`src/hdl/unsorted_range_finder_defines.svh`:
```
// assertion macros for the unsorted range finder
// included by the top level; no other dependencies
`ifndef UNSORTED_RANGE_FINDER_DEFINES_SVH
`define UNSORTED_RANGE_FINDER_DEFINES_SVH
`ifndef SYNTHESIS
`define URF_ASSERT_IMPLY(label, clk, rst_n, cond, prop) \
    label: assert property (@(posedge clk) disable iff (!rst_n) (cond) |-> (prop)) \
        else $error("%m: implication check failed");
`define URF_ASSERT_NEXT(label, clk, rst_n, cond, prop) \
    label: assert property (@(posedge clk) disable iff (!rst_n) (cond) |=> (prop)) \
        else $error("%m: next-cycle check failed");
`else
`define URF_ASSERT_IMPLY(label, clk, rst_n, cond, prop)
`define URF_ASSERT_NEXT(label, clk, rst_n, cond, prop)
`endif
`endif

```
`src/hdl/urf_pkg.sv`:
```
// shared types and constants for the unsorted range finder
// no dependencies
`default_nettype none
package urf_pkg;

    localparam int INDEX_BITS = 12;

    typedef struct packed {
        logic load;
        logic close;
        logic scan;
        logic post;
    } t_cmd;

    typedef struct packed {
        logic scan_done;
        logic can_post;
    } t_sts;

endpackage
`default_nettype wire

```
`src/hdl/urf_ctrl.sv`:
```
// controller: load phase, scan phase and result hand-off
// depends on urf_pkg
`default_nettype none
module urf_ctrl (
    input  wire logic           i_clk,
    input  wire logic           i_rst_n,
    input  wire logic           i_valid,
    input  wire logic           i_last_item,
    output logic                o_ready,
    input  wire urf_pkg::t_sts  i_sts,
    output urf_pkg::t_cmd       o_cmd
);
    import urf_pkg::*;

    typedef enum logic [1:0] {
        S_LOAD = 2'b01,
        S_SCAN = 2'b10
    } t_state;

    t_state r_state;
    t_state n_state;

    always_comb begin
        n_state      = r_state;
        o_ready      = 1'b0;
        o_cmd        = '0;
        unique case (r_state)
            S_LOAD: begin
                o_ready     = 1'b1;
                o_cmd.load  = i_valid;
                o_cmd.close = i_valid && i_last_item;
                if (i_valid && i_last_item) begin
                    n_state = S_SCAN;
                end
            end
            S_SCAN: begin
                o_cmd.scan = 1'b1;
                if (i_sts.scan_done && i_sts.can_post) begin
                    o_cmd.post = 1'b1;
                    n_state    = S_LOAD;
                end
            end
            default: begin
                n_state = S_LOAD;
            end
        endcase
    end

    always_ff @(posedge i_clk) begin
        if (!i_rst_n) begin
            r_state <= S_LOAD;
        end else begin
            r_state <= n_state;
        end
    end

endmodule
`default_nettype wire

```
`config.mk`:
```
export PLATFORM = sky130hd
export DESIGN_NAME = urf_ctrl
export DESIGN_NICKNAME = d
export VERILOG_FILES = /design/src/hdl/unsorted_range_finder_defines.svh /design/src/hdl/urf_pkg.sv /design/src/hdl/urf_ctrl.sv
export SDC_FILE = /design/constraint.sdc
export NUM_CORES = 1
export LEC_CHECK = 0
export BUFFER_PORTS_ARGS = -buffer_cell sky130_fd_sc_hd__buf_2
export CORE_AREA = 2 2 39 41
export CTS_CLUSTER_DIAMETER = 100
export DETAILED_ROUTE_END_ITERATION = 8
export DIE_AREA = 0 0 41 43
export HOLD_SLACK_MARGIN = 0.02
export PLACE_DENSITY = 0.3
export RECOVER_POWER = 100
export SLEW_MARGIN = 20
export SYNTH_ARGS = -nofsm -noshare
export SYNTH_HDL_FRONTEND = slang
export SYNTH_SLANG_ARGS = --single-unit
```
`constraint.sdc`:
```
create_clock -name i_clk -period 1.1 [get_ports i_clk]
set_clock_uncertainty 0.05 [all_clocks]
set_input_delay 0.11 -clock i_clk [delete_from_list [all_inputs] [get_ports i_clk]]
set_output_delay 0.11 -clock i_clk [all_outputs]
set_load 0.03 [all_outputs]
```
Word level (Yosys, flattened, before mapping)
Cells that the tools add are included.
{"block": "word_totals", "reg_bits": 2, "in_bits": 6}
{"block": "op_classes", "reduce_logical": 3, "eq_ne": 4, "mux": 7}
{"operator": "$mux 2", "n": 4}
{"operator": "$ne 2x2->1 const B", "n": 2}
{"operator": "$pmux 2 s2", "n": 1}
{"operator": "$eq 2x1->1 const B", "n": 1}
{"operator": "$eq 2x2->1 const B", "n": 1}
{"operator": "$logic_and 1x1->1", "n": 2}
{"operator": "$mux 1", "n": 2}
{"operator": "$reduce_and 2->1", "n": 1}

Longest topological paths before layout
Gate-level depths: netlist (run 1).
{"block": "depth", "word_depth": 3, "ltp_mapped": 3}

Worst setup path before layout (run 1)
Ideal clock, no wire load.
{"block": "synth_path", "kind": "reg2reg", "start": "register r_state[0]", "end": "register r_state[0]", "n_path_buf": 0, "t_required_ns": 0.931, "period_less_slack_ns": 1.201, "setup_slack_ns": -0.101, "stages_incl_launch_ff": 4, "arrival_time_ns": 1.031, "path_cell_list": "dfxtp_1 nor2b_2 and3_4 o21ai_1"}
{"block": "synth_via", "elab_chain_cells": 3, "elab_cells_between_ends": 6, "classes_between": "eq/ne (4); mux (1); reduce/logical (1)"}
{"element": "start: declaration", "line_no": "urf_ctrl.sv:20", "rtl": "t_state r_state;"}
{"element": "start signal: assignment", "line_no": "urf_ctrl.sv:53", "rtl": "r_state <= n_state;"}
{"element": "$eq 2x2->1 or $eq 2x1->1 (tied branches)", "line_no": "urf_ctrl.sv:27", "rtl": "unique case (r_state)"}
{"element": "$ne 2x2->1 (no source line)"}
{"element": "$reduce_and 2->1 (no source line)"}
Several ways; a longest one is shown, not always the timed one.
A chain may end at the register's enable or synchronous reset.

==> impl_summary.md, run 1 <==
Layout
The number of nets in the final layout is 33. The repair_antennas step left the layout with diodes totalling 0. The flip-flop count of the largest register, all copies and words added is 2. r_state holds more flip-flops than any other register. Excluding fillers, the count of instances in the completed layout stands at 41.

The filler cells instantiated in the layout total 158. The fraction of final layout cells sized beyond drive strength 1 is 0.920. In the final layout, the registers with the most flip-flops are r_state x2.

The total area of sequential cells is 42.5 sq um. The growth of design area from synthesis to finish is 134%. The area of combinational cells with multiple inputs is 85.1 sq um.

Timing
The final-report max-slew violation count is 0. In the finished design, the share of the clock period the worst path needs comes to 1.07. Setup repair after global routing could not meet its margin everywhere. Based on the critical path, the design can be clocked at up to 848 MHz.

The number of failing setup endpoints in the final timing report is 5. For the pin with the worst max-slew slack, the measured transition is 0.155 ns. After layout, the minimum clock period comes to 1.18 ns. Headroom to the max-slew limit came out at 0.897. The worst path setup slack after routing is -0.0798 ns.

The final number of hold-violating endpoints came to 0.

Synthesis
The number of nets produced by synthesis is 16. Yosys mapped a number of flops with a built-in enable equal to 0. The number of instances in the synthesized netlist is 10. The Yosys step of the flow raised 0 warnings. The cell area that synthesis handed to floorplanning was 111 sq um. Sorting the synthesized cells by area gives the leading types as sky130_fd_sc_hd__dfxtp_1 (36%), sky130_fd_sc_hd__a21boi_4 (17%), sky130_fd_sc_hd__and3_4 (10%), sky130_fd_sc_hd__nor2b_2 (7.9%), sky130_fd_sc_hd__and2b_1 (6.7%). Dividing the synthesized area by the synthesized cell count gives 11.1 sq um. After synthesis, the share of flip-flops with an asynchronous set or reset is 0. The share of the Yosys chip area taken by registers is 0.360. The number of different library cells in the post-synthesis netlist is 9.

In the synthesized netlist the dominant register cell turns out to be sky130_fd_sc_hd__dfxtp_1. The synthesized design contains 2 register bits. The most used standard cell by instance count after synthesis is sky130_fd_sc_hd__dfxtp_1. Of the post-synthesis cell area, the dominant cell type holds 0.360.

Of all cell types, the one taking the most synthesized area is sky130_fd_sc_hd__dfxtp_1.

CTS
TritonCTS built the clock tree. Clock-pin slew was measured on the worst setup and hold paths at 0.03 ns. Clock tree synthesis found a total of 2 sinks. The clock insertion delay at the later pin of the skew report is 0.22 ns.

The total clock buffers created by CTS is 3. The largest buffer count on any clock path is 2. The root buffer cell chosen for the clock tree is sky130_fd_sc_hd__clkbuf_4. The number of hold buffers added after cts is 0. CTS built an H-tree with a depth of 1.

Global route
The via count of the first global-routing pass is 143. Entering global routing, the biggest net connects 4 pins. The first-pass GRT wire length is 531 um.

The initial antenna violation count is 0. Across every metal layer, demand over resource in global routing totals 0.0480. Global routing finished with a remaining overflow of 0.

Placed design
Routability-driven placement finished with a final weighted congestion of 0.547. Prior to clock tree synthesis, the placed netlist has a worst setup slack of 0.0430 ns. The port buffer count is 10. The number of placed instances, taps included, is 36.

Drt
Dividing the detail-routed via count by the number of cells gives 3.34. The number of detailed-route iterations in the first pass is 1. Once detail routing completed, the nets flagged for antenna violations numbered 0. The detailed router finished its first iteration with 0 violations. The total wirelength of the detailed-routed design is 353 um. Dividing the detail-routed wire length by the instance count gives 8.61 um.

The routed layout has 137 vias. After detailed routing, the number of remaining DRC violations is 0.

Worst setup path
The origin of the worst setup path is r_state[0]. The capturing instance or port of the critical path is o_cmd[0]. The number of cell instances on the worst register-to-register path is 4. The worst register-to-register path begins at r_state[0]. The worst setup path is captured at a primary output.

Setup slack on the worst reg-to-reg path comes out at -0.01 ns. Of all nets on the critical path, the largest fanout is 2. At the worst endpoint, the arrival time is 1.02 ns. The worst setup path is launched from a flip-flop.

STA puts the critical path data required time at 0.94 ns. The category of the most critical setup path is reg2out. The worst register-to-register path ends at r_state[1].

Floorplanning
For this configuration, the core starts out at a cell density of 0.0805. From bottom edge to top edge, the die measures 43 um. The floorplan die area is 0.00176 sq mm. The placeable core area is 0.00138 sq mm. The x dimension of the die is 41 um. The initialized floorplan defines 14 standard-cell rows. The total I/O pin count is 11.

Run
The tool flagged a number of max-cap violations equal to 0.

Pwr
For this design the static power due to leakage is 0.000125 uW. Dividing total power by cell area gives a power density of 1170 mW/mm^2. The largest vdd supply drop is 0.256 mV.

Hold path
The type of the worst min-delay path is in2reg.

Outcome
The run finished, with violations left. The final reports fail on setup timing.
-- how the worst min path moves through the flow --
stage | from | end | slack, ns | depth (start not counted)
final | i_rst_n | r_state[0] | 0.03 | 2
after global routing | i_rst_n | r_state[0] | 0.04 | 2
after CTS | i_rst_n | r_state[0] | 0.03 | 2
after detailed placement | i_rst_n | r_state[0] | 0.27 | 2
after global placement | i_rst_n | r_state[0] | 0.26 | 2
after floorplan | i_rst_n | r_state[0] | 0.14 | 1
-- timing repair --
action                     4_1_cts  5_1_grt
setup buffers                    2        0
pin swaps                        3        0
setup endpoints to repair        4        6
resized for setup               12        0
-- stage by stage --
stage	util	area [sq um]	power, uW	hold WS [ns]	setup TNS (ns)
after floorplan	-	119	113	0.140	0
after global placement	0.137	189	134	0.264	0
after detailed placement	0.137	189	136	0.271	0
after CTS	0.188	260	315	0.0296	-0.281
after global routing	0.188	260	323	0.0369	-0.501
final	0.188	260	305	0.0304	-0.213
-- cell usage in the layout (no fill, tap or decap) --
| cell | Yosys | routed |
|---|---|---|
| sky130_fd_sc_hd__clkbuf_4 | 0 | 3 |
| sky130_fd_sc_hd__and2b_2 | 0 | 1 |
| sky130_fd_sc_hd__buf_2 | 0 | 6 |
| sky130_fd_sc_hd__buf_6 | 0 | 4 |
| sky130_fd_sc_hd__dfxtp_2 | 0 | 2 |
| sky130_fd_sc_hd__o21a_1 | 1 | 1 |
| sky130_fd_sc_hd__o21ai_1 | 1 | 1 |
| sky130_fd_sc_hd__and2_4 | 0 | 1 |
| sky130_fd_sc_hd__and3_4 | 1 | 2 |
| sky130_fd_sc_hd__nor2b_4 | 0 | 1 |
| sky130_fd_sc_hd__buf_4 | 0 | 2 |
| sky130_fd_sc_hd__a21boi_4 | 1 | 1 |
-- routing by layer --
layer | track usage | wire length [um]
met4 | 0.0200 | 0
met2 | 0.0719 | 166
met3 | 0.0366 | 45
met5 | 0 | 0
met1 | 0.0478 | 141
-- worst max-delay path: stages (launching register included) --
cell                      delay (ns)
sky130_fd_sc_hd__dfxtp_2        0.30
sky130_fd_sc_hd__and2b_2        0.21
sky130_fd_sc_hd__and3_4         0.17
sky130_fd_sc_hd__buf_6          0.12
-- kinds of logic after synthesis --
group              count (synthesis)  synth area share
AOI/OAI and AO/OA                  3             0.281
DFF                                2             0.360
and+or+nand+nor                    5             0.360
-- report_power, final --
group	total (uW)	leakage [uW]	internal (uW)	switching (uW)
clock	156	0.0000138	120	36.1
combinational	69.9	0.0000950	34.8	35.1
sequential	79.2	0.0000164	77.2	2.03
total	305	0.000125	232	73.2
-- area by class of cell --
cell class | instances | area share
Sequential cell | 2 | 0.163
Clock buffer | 3 | 0.0865
Tap cell | 16 | 0.0769
Timing Repair Buffer | 12 | 0.346
Multi-Input combinational cell | 8 | 0.327
Power figures use the tool's default switching activity.
==> run 2, diff against run 1 <==
--- a/constraint.sdc
+++ b/constraint.sdc
@@ -3,3 +3,3 @@
 set_input_delay 0.11 -clock i_clk [delete_from_list [all_inputs] [get_ports i_clk]]
 set_output_delay 0.11 -clock i_clk [all_outputs]
-set_load 0.03 [all_outputs]
+set_load 0.1 [all_outputs]
==> impl_summary.md, run 2 (synthesis results as in run 1) <==
Placed design
The port buffer count is 10 (unchanged). The weighted congestion at the end of routability-driven global placement was 0.511 (was 0.547).

Drt
The violation count after the first detailed-route iteration is 3 (was 0). The number of detailed-route iterations in the first pass came to 2 (was 1). The number of antenna-violating nets in the routed design is 0 (unchanged).

The vias after detailed routing is 130 (was 137). The total wirelength of the detailed-routed design is 311 um (was 353 um). The remaining design rule violation count came to 0 (unchanged).

The detailed-route wire length per cell is 7.40 um (was 8.61 um). The per-cell via count in the routed design is 3.10 (was 3.34).

Worst setup path
The data required time at the worst endpoint is 0.94 ns (about the same). The number of buffer and inverter stages on the critical path is 1 (unchanged). The category of the most critical setup path is reg2out (unchanged). The nature of the critical path startpoint is a flip-flop (unchanged). The kind of cell adding the most delay to the critical path is simple AND/OR/NAND/NOR gates (unchanged). Sequence of cells on the critical path: and2b_4, and3_4, buf_12 (was and2b_2, and3_4, buf_6). The endpoint class of the critical path was a primary output (unchanged).

The slowest cell on the critical path was sky130_fd_sc_hd__dfxtp_2 (unchanged). The critical path arrival is 1.12 ns (was 1.02 ns). The delay of the slowest critical-path stage was 0.30 ns (about the same). The maximum fanout along the worst path is 3 (was 2).

Global route
The largest net degree at the start of global routing is 4 (unchanged). The first-pass GRT wire length is 579 um (was 531 um). The overflow left after global routing is 0 (unchanged).

The combined global-route utilization of all metal layers came to 0.0551 (was 0.0480). The initial antenna violation count is 0 (unchanged). The via count of the first global-routing pass came to 150 (was 143).

Run
The max capacitance violation total is 0 (unchanged).

CTS
The largest buffer count on any clock path came to 2 (unchanged). The cell at the root of the clock tree is sky130_fd_sc_hd__clkbuf_4 (unchanged). The clock sink count was 2 (unchanged). The TritonCTS clock tree is yes (unchanged). The total clock buffers created by CTS came to 3 (unchanged).

The CTS clock-pin slew for the worst setup and hold paths is 0.03 ns (about the same). The clock insertion delay at the later pin of the skew report came to 0.22 ns (about the same). The number of H-tree branching levels is 1 (unchanged).

Layout
The number of nets in the final layout came to 34 (was 33). The flip-flop count of the largest register, all copies and words added came to 2 (unchanged). The fraction of final layout cells sized beyond drive strength 1 was 0.885 (was 0.920). The utilization after layout is 0.232 (was 0.188).

The number of antenna diodes is 0 (unchanged). Regs by FF count: r_state x2 (unchanged). Commonest non-fill, non-tap cells in the layout: sky130_fd_sc_hd__buf_2 (5), sky130_fd_sc_hd__buf_12 (5), sky130_fd_sc_hd__clkbuf_4 (3), sky130_fd_sc_hd__and3_4 (2), sky130_fd_sc_hd__buf_4 (2) (was sky130_fd_sc_hd__buf_2 (6), sky130_fd_sc_hd__buf_6 (4), sky130_fd_sc_hd__clkbuf_4 (3)). The growth of design area from synthesis to finish is 189% (was 134%). The top register by number of flip-flops was r_state (unchanged).

Timing
The upper clock frequency limit is 784 MHz (was 848 MHz). The part of the cycle the worst path needs is 1.16 (was 1.07). The relative slew slack was 0.920 (was 0.897).

The worst path setup slack after routing is -0.176 ns (was -0.0798 ns). The final number of hold-violating endpoints is 0 (unchanged). The time the worst path needs with I/O delays and setup came to 1.28 ns (was 1.18 ns). The number of failing setup endpoints in the final timing report is 5 (unchanged). RSZ-0062 raised after global routing: yes (unchanged). The slew at the pin closest to its max-slew limit is 0.120 ns (was 0.155 ns).

The worst-case hold slack is 0.0332 ns (was 0.0304 ns). The final-report max-slew violation count was 0 (unchanged).

Pwr
The static power due to leakage is 0.000146 uW (was 0.000125 uW). The largest vdd supply drop is 0.367 mV (was 0.256 mV). The total power per unit cell area is 1200 mW/mm^2 (was 1170 mW/mm^2).

Outcome
Violations in the final reports: setup timing (unchanged). Run status: complete, but fails checks (unchanged).

Floorplanning
The total I/O pin count was 11 (unchanged). The x dimension of the die was 41 um (unchanged). The floorplan die area was 0.00176 sq mm (unchanged). The height of the chip is 43 um (unchanged). The floorplan row count is 14 (unchanged).

The placeable core area came to 0.00138 sq mm (unchanged). The effective utilization at floorplan was 0.0805 (unchanged).

Hold path
The type of the worst min-delay path was in2reg (unchanged).
-- run 2: cell count changes in the layout (fill, tap and decap cells not counted), sizes merged --
cell  change
buf       +1
-- run 2: repair_timing --
item | 4_1_cts | 5_1_grt
buffers inserted | 1 | 0
pin swaps | 3 | 1
hold buffers | 0 | 0
resized for setup | 2 | 1
setup endpoints to repair | 5 | 5
-- run 2: power breakdown --
part / total (uW) / switching, uW / leakage, uW / internal, uW
logic: 145 / 84.8 / 0.000116 / 60.5
registers: 79.1 / 2.31 / 0.0000160 / 76.8
clock network: 161 / 40.7 / 0.0000138 / 120
-- run 2: worst paths after layout --
| kind | startpoint | to | slack (ns) | depth (start not counted) |
|---|---|---|---|---|
| max | r_state[0] | o_cmd[0] | -0.18 | 3 |
| min | i_rst_n | r_state[0] | 0.03 | 2 |
| max reg2reg | r_state[0] | r_state[1] | 0.06 | 4 |
| min reg2reg | r_state[0] | r_state[0] | 0.74 | 3 |
-- run 2: area by class of cell --
type / count / area [sq um]
clock buffers: 3 / 22.5
fillers: 149 / 1060
multi-input cells: 8 / 86.3
flip-flops and latches: 2 / 41.3
well taps: 16 / 20.0
repair buffers: 13 / 151
-- run 2: routing by layer --
layer / up-vias / global-route usage / wire length [um]
met3: 0 / 0.0524 / 40
met4: 0 / 0.0600 / 0
met1: 55 / 0.0446 / 120
met5: - / 0 / 0
li1: 69 / - / -
met2: 6 / 0.0688 / 151
-- run 2: through the flow --
step                cell area (sq um)  setup slack (ns)  cells  total power, uW  setup TNS, ns
finish                            322            -0.176     42              385         -0.507
global route                      322            -0.227     42              412         -0.787
CTS                               320            -0.191     42              399         -0.627
detailed placement                285            0.0441     38              219              0
global placement                  285            0.0470     38              218              0
floorplan                         125            -0.521     10              160          -2.16
-- run 2: worst reg2reg max path, delay by kind of cell, from the launching register on --
family          cells  cell delay, ns
simple gates        2            0.29
flops               1            0.30
compound gates      1            0.17
buf+inv             1            0.13
==> run 3, diff against run 2 <==
ABC_AREA = 1   (was default)
BUFFER_PORTS_ARGS = -buffer_cell sky130_fd_sc_hd__buf_4   (was -buffer_cell sky130_fd_sc_hd__buf_2)
==> impl_summary.md, run 3 <==
Outcome
Run status: complete, but fails checks (unchanged). Violations in the final reports: setup timing (unchanged).

Worst setup path
Sequence of cells on the critical path: inv_4, nor2_4, nand2_2, clkinvlp_4, buf_12 (was and2b_4, and3_4, buf_12). The maximum fanout along the worst path came to 3 (unchanged). The endpoint class of the critical path was a primary output (unchanged).

The category of the most critical setup path is reg2out (unchanged). The data required time at the worst endpoint is 0.94 ns (about the same). The slowest cell on the critical path is sky130_fd_sc_hd__dfxtp_4 (was sky130_fd_sc_hd__dfxtp_2). The number of buffer and inverter stages on the critical path is 3 (was 1). The kind of cell adding the most delay to the critical path is flip-flops (was simple AND/OR/NAND/NOR gates). The number of stages on the worst setup path is 5 (was 3). The delay of the slowest critical-path stage is 0.37 ns (was 0.30 ns). The nature of the critical path startpoint is a flip-flop (unchanged). The critical path arrival was 1.07 ns (was 1.12 ns). The number of cell instances on the worst register-to-register path is 8 (was 4).

Global route
The met3 usage came to 0.0471 (was 0.0524). The largest net degree at the start of global routing is 4 (unchanged). The first-pass GRT wire length is 538 um (was 579 um).

The initial antenna violation count is 0 (unchanged). The overflow left after global routing is 0 (unchanged). The global routing's busiest layer is met2 (unchanged). The via count of the first global-routing pass is 149 (was 150). The global-route track usage on met2 was 0.0625 (was 0.0688). The combined global-route utilization of all metal layers was 0.0531 (was 0.0551).

The met1 usage in global routing is 0.0479 (was 0.0446).

Synthesis
The sequential cell area fraction in the yosys report is 0.333 (was 0.360). Leading cell types by total area after synthesis: sky130_fd_sc_hd__dfxtp_1 (33%), sky130_fd_sc_hd__inv_1 (13%), sky130_fd_sc_hd__nand2_1 (13%), sky130_fd_sc_hd__nor2_4 (9.4%), sky130_fd_sc_hd__a21oi_2 (7.3%) (was sky130_fd_sc_hd__dfxtp_1 (36%), sky130_fd_sc_hd__a21boi_4 (17%), sky130_fd_sc_hd__and3_4 (10%), sky130_fd_sc_hd__nor2b_2 (7.9%), sky130_fd_sc_hd__and2b_1 (6.7%)). The cell area after synthesis is 120 sq um (was 111 sq um).

In the synthesized netlist, the cells that appear most often are sky130_fd_sc_hd__inv_1 (4), sky130_fd_sc_hd__nand2_1 (4), sky130_fd_sc_hd__dfxtp_1 (2). The prevailing post-synth register cell is sky130_fd_sc_hd__dfxtp_1 (unchanged). The number of synthesized register bits is 2 (unchanged). The proportion of netlist area held by the largest area contributor was 0.333 (was 0.360).

The number of instances in the synthesized netlist is 18 (was 10). The number of nets produced by synthesis is 24 (was 16). The post-synthesis cell type with the largest combined area is sky130_fd_sc_hd__dfxtp_1 (unchanged). The number of flops mapped to enable cells by yosys was 0 (unchanged). The post-synthesis async set-or-reset flop share is 0 (unchanged). The number of different library cells in the post-synthesis netlist was 11 (was 9).

The average size of a mapped cell was 6.67 sq um (was 11.1 sq um). The total number of yosys warnings is 0 (unchanged).

Floorplanning
The total I/O pin count is 11 (unchanged). The x dimension of the die is 41 um (unchanged). The floorplan die area is 0.00176 sq mm (unchanged). The floorplan row count is 14 (unchanged).

The height of the chip is 43 um (unchanged). The effective utilization at floorplan is 0.0868 (was 0.0805). The placeable core area was 0.00138 sq mm (unchanged).

Drt
The total wirelength of the detailed-routed design came to 325 um (was 311 um). The vias after detailed routing is 168 (was 130). The per-cell via count in the routed design is 3.17 (was 3.10). The remaining design rule violation count is 0 (unchanged). The detailed-route wire length per cell was 6.13 um (was 7.40 um). The number of detailed-route iterations in the first pass is 2 (unchanged). The number of antenna-violating nets in the routed design was 0 (unchanged). The violation count after the first detailed-route iteration is 2 (was 3).

Layout
The fraction of final layout cells sized beyond drive strength 1 is 0.757 (was 0.885). The number of antenna diodes is 0 (unchanged). Commonest non-fill, non-tap cells in the layout: sky130_fd_sc_hd__buf_4 (9), sky130_fd_sc_hd__buf_12 (5), sky130_fd_sc_hd__nand2_1 (4), sky130_fd_sc_hd__clkbuf_4 (3), sky130_fd_sc_hd__inv_1 (2) (was sky130_fd_sc_hd__buf_2 (5), sky130_fd_sc_hd__buf_12 (5), sky130_fd_sc_hd__clkbuf_4 (3), sky130_fd_sc_hd__and3_4 (2), sky130_fd_sc_hd__buf_4 (2)). The flip-flop count of the largest register, all copies and words added is 2 (unchanged). The top register by number of flip-flops is r_state (unchanged).

Leaving out fill and tap cells, the most frequent cell in the layout is sky130_fd_sc_hd__buf_4. The number of nets in the final layout is 44 (was 34). The growth of design area from synthesis to finish is 209% (was 189%). Regs by FF count: r_state x2 (unchanged).

Hold path
The hold path depth is 4 (was 2). The type of the worst min-delay path is in2reg (unchanged).

Timing
The part of the cycle the worst path needs is 1.11 (was 1.16). The slew at the pin closest to its max-slew limit was 0.169 ns (was 0.120 ns). RSZ-0062 raised after global routing: yes (unchanged).

The final total negative setup slack is -0.629 ns (was -0.507 ns). The final-report max-slew violation count is 0 (unchanged). The worst path setup slack after routing came to -0.126 ns (was -0.176 ns). The time the worst path needs with I/O delays and setup is 1.23 ns (was 1.28 ns).

The relative slew slack is 0.887 (was 0.920). The number of failing setup endpoints in the final timing report is 7 (was 5). The upper clock frequency limit is 816 MHz (was 784 MHz).

The final number of hold-violating endpoints came to 0 (unchanged).

Pwr
The static power due to leakage is 0.000179 uW (was 0.000146 uW). The largest vdd supply drop was 0.386 mV (was 0.367 mV). The total power per unit cell area is 1150 mW/mm^2 (was 1200 mW/mm^2).

CTS
The clock sink count was 2 (unchanged). The number of H-tree branching levels is 1 (unchanged). The total clock buffers created by CTS came to 3 (unchanged). The largest buffer count on any clock path is 2 (unchanged).

The CTS clock-pin slew for the worst setup and hold paths is 0.04 ns (was 0.03 ns). The cell at the root of the clock tree is sky130_fd_sc_hd__clkbuf_4 (unchanged). The clock insertion delay at the later pin of the skew report is 0.23 ns (was 0.22 ns).

The TritonCTS clock tree is yes (unchanged).

Run
The max capacitance violation total is 0 (unchanged).

Placed design
The port buffer count is 10 (unchanged). The worst slack at placement is -0.00977 ns (was 0.0441 ns). The weighted congestion at the end of routability-driven global placement is 0.600 (was 0.511).
[run 3: per-layer routing]
layer	part of all wire	vias to the layer above
met1	0.39	71
met5	0	-
met3	0.086	0
li1	-	91
met2	0.52	6
met4	0	0
[run 3: final timing paths]
| check | startpoint | slack, ns | endpoint |
|---|---|---|---|
| worst min register to register | r_state[1] | 0.51 | r_state[1] |
| worst max register to register | r_state[0] | -0.11 | r_state[0] |
| worst min-delay path | i_sts[0] | 0.23 | r_state[1] |
| worst max-delay path | r_state[0] | -0.13 | o_cmd[2] |
[run 3: timing repair]
| item | in CTS | in global routing |
|---|---|---|
| endpoints found under the setup margin | 5 | 7 |
| hold buffers | 1 | 0 |
| buffers inserted | 1 | 2 |
| resized for setup | 13 | 4 |
| pin swaps | 2 | 1 |
| endpoints found under the hold margin | 1 | 0 |
[run 3: power breakdown]
group | total (uW) | internal [uW] | switching, uW
clock | 183 | 135 | 48.1
sequential | 81.0 | 75.6 | 5.46
combinational | 162 | 69.2 | 92.8
total | 426 | 280 | 146
[run 3: logic make-up (layout without fill, tap and decap cells)]
| logic type | count (synthesis) | count (layout) | synth area share |
|---|---|---|---|
| and+or+nand+nor | 10 | 10 | 0.437 |
| AOI/OAI and AO/OA | 1 | 1 | 0.0729 |
| buffers and inverters | 5 | 24 | 0.156 |
| DFF | 2 | 2 | 0.333 |
[run 3: area by class of cell]
class                           instances  area (sq um)
Fill cell                             151          1010
Timing Repair Buffer                   15           178
Multi-Input combinational cell         11          77.6
Sequential cell                         2          45.0
Clock buffer                            4          26.3
Inverter                                5          25.0
Tap cell                               16          20.0
[run 3: stage by stage]
step                cell area, sq um  hold WS [ns]  utilization  power, uW  cells
floorplan                        146         0.128            -        171     18
global placement                 249         0.225        0.180        203     45
detailed placement               249         0.236        0.180        204     45
CTS                              344         0.224        0.249        426     51
global route                     372         0.265        0.269        459     53
finish                           372         0.231        0.269        426     53
[run 3: worst reg2reg max path, delay by kind of cell, from the launching register on]
family	cells	cell delay (ns)
buf+inv	4	0.41
flops	1	0.37
simple gates	4	0.27
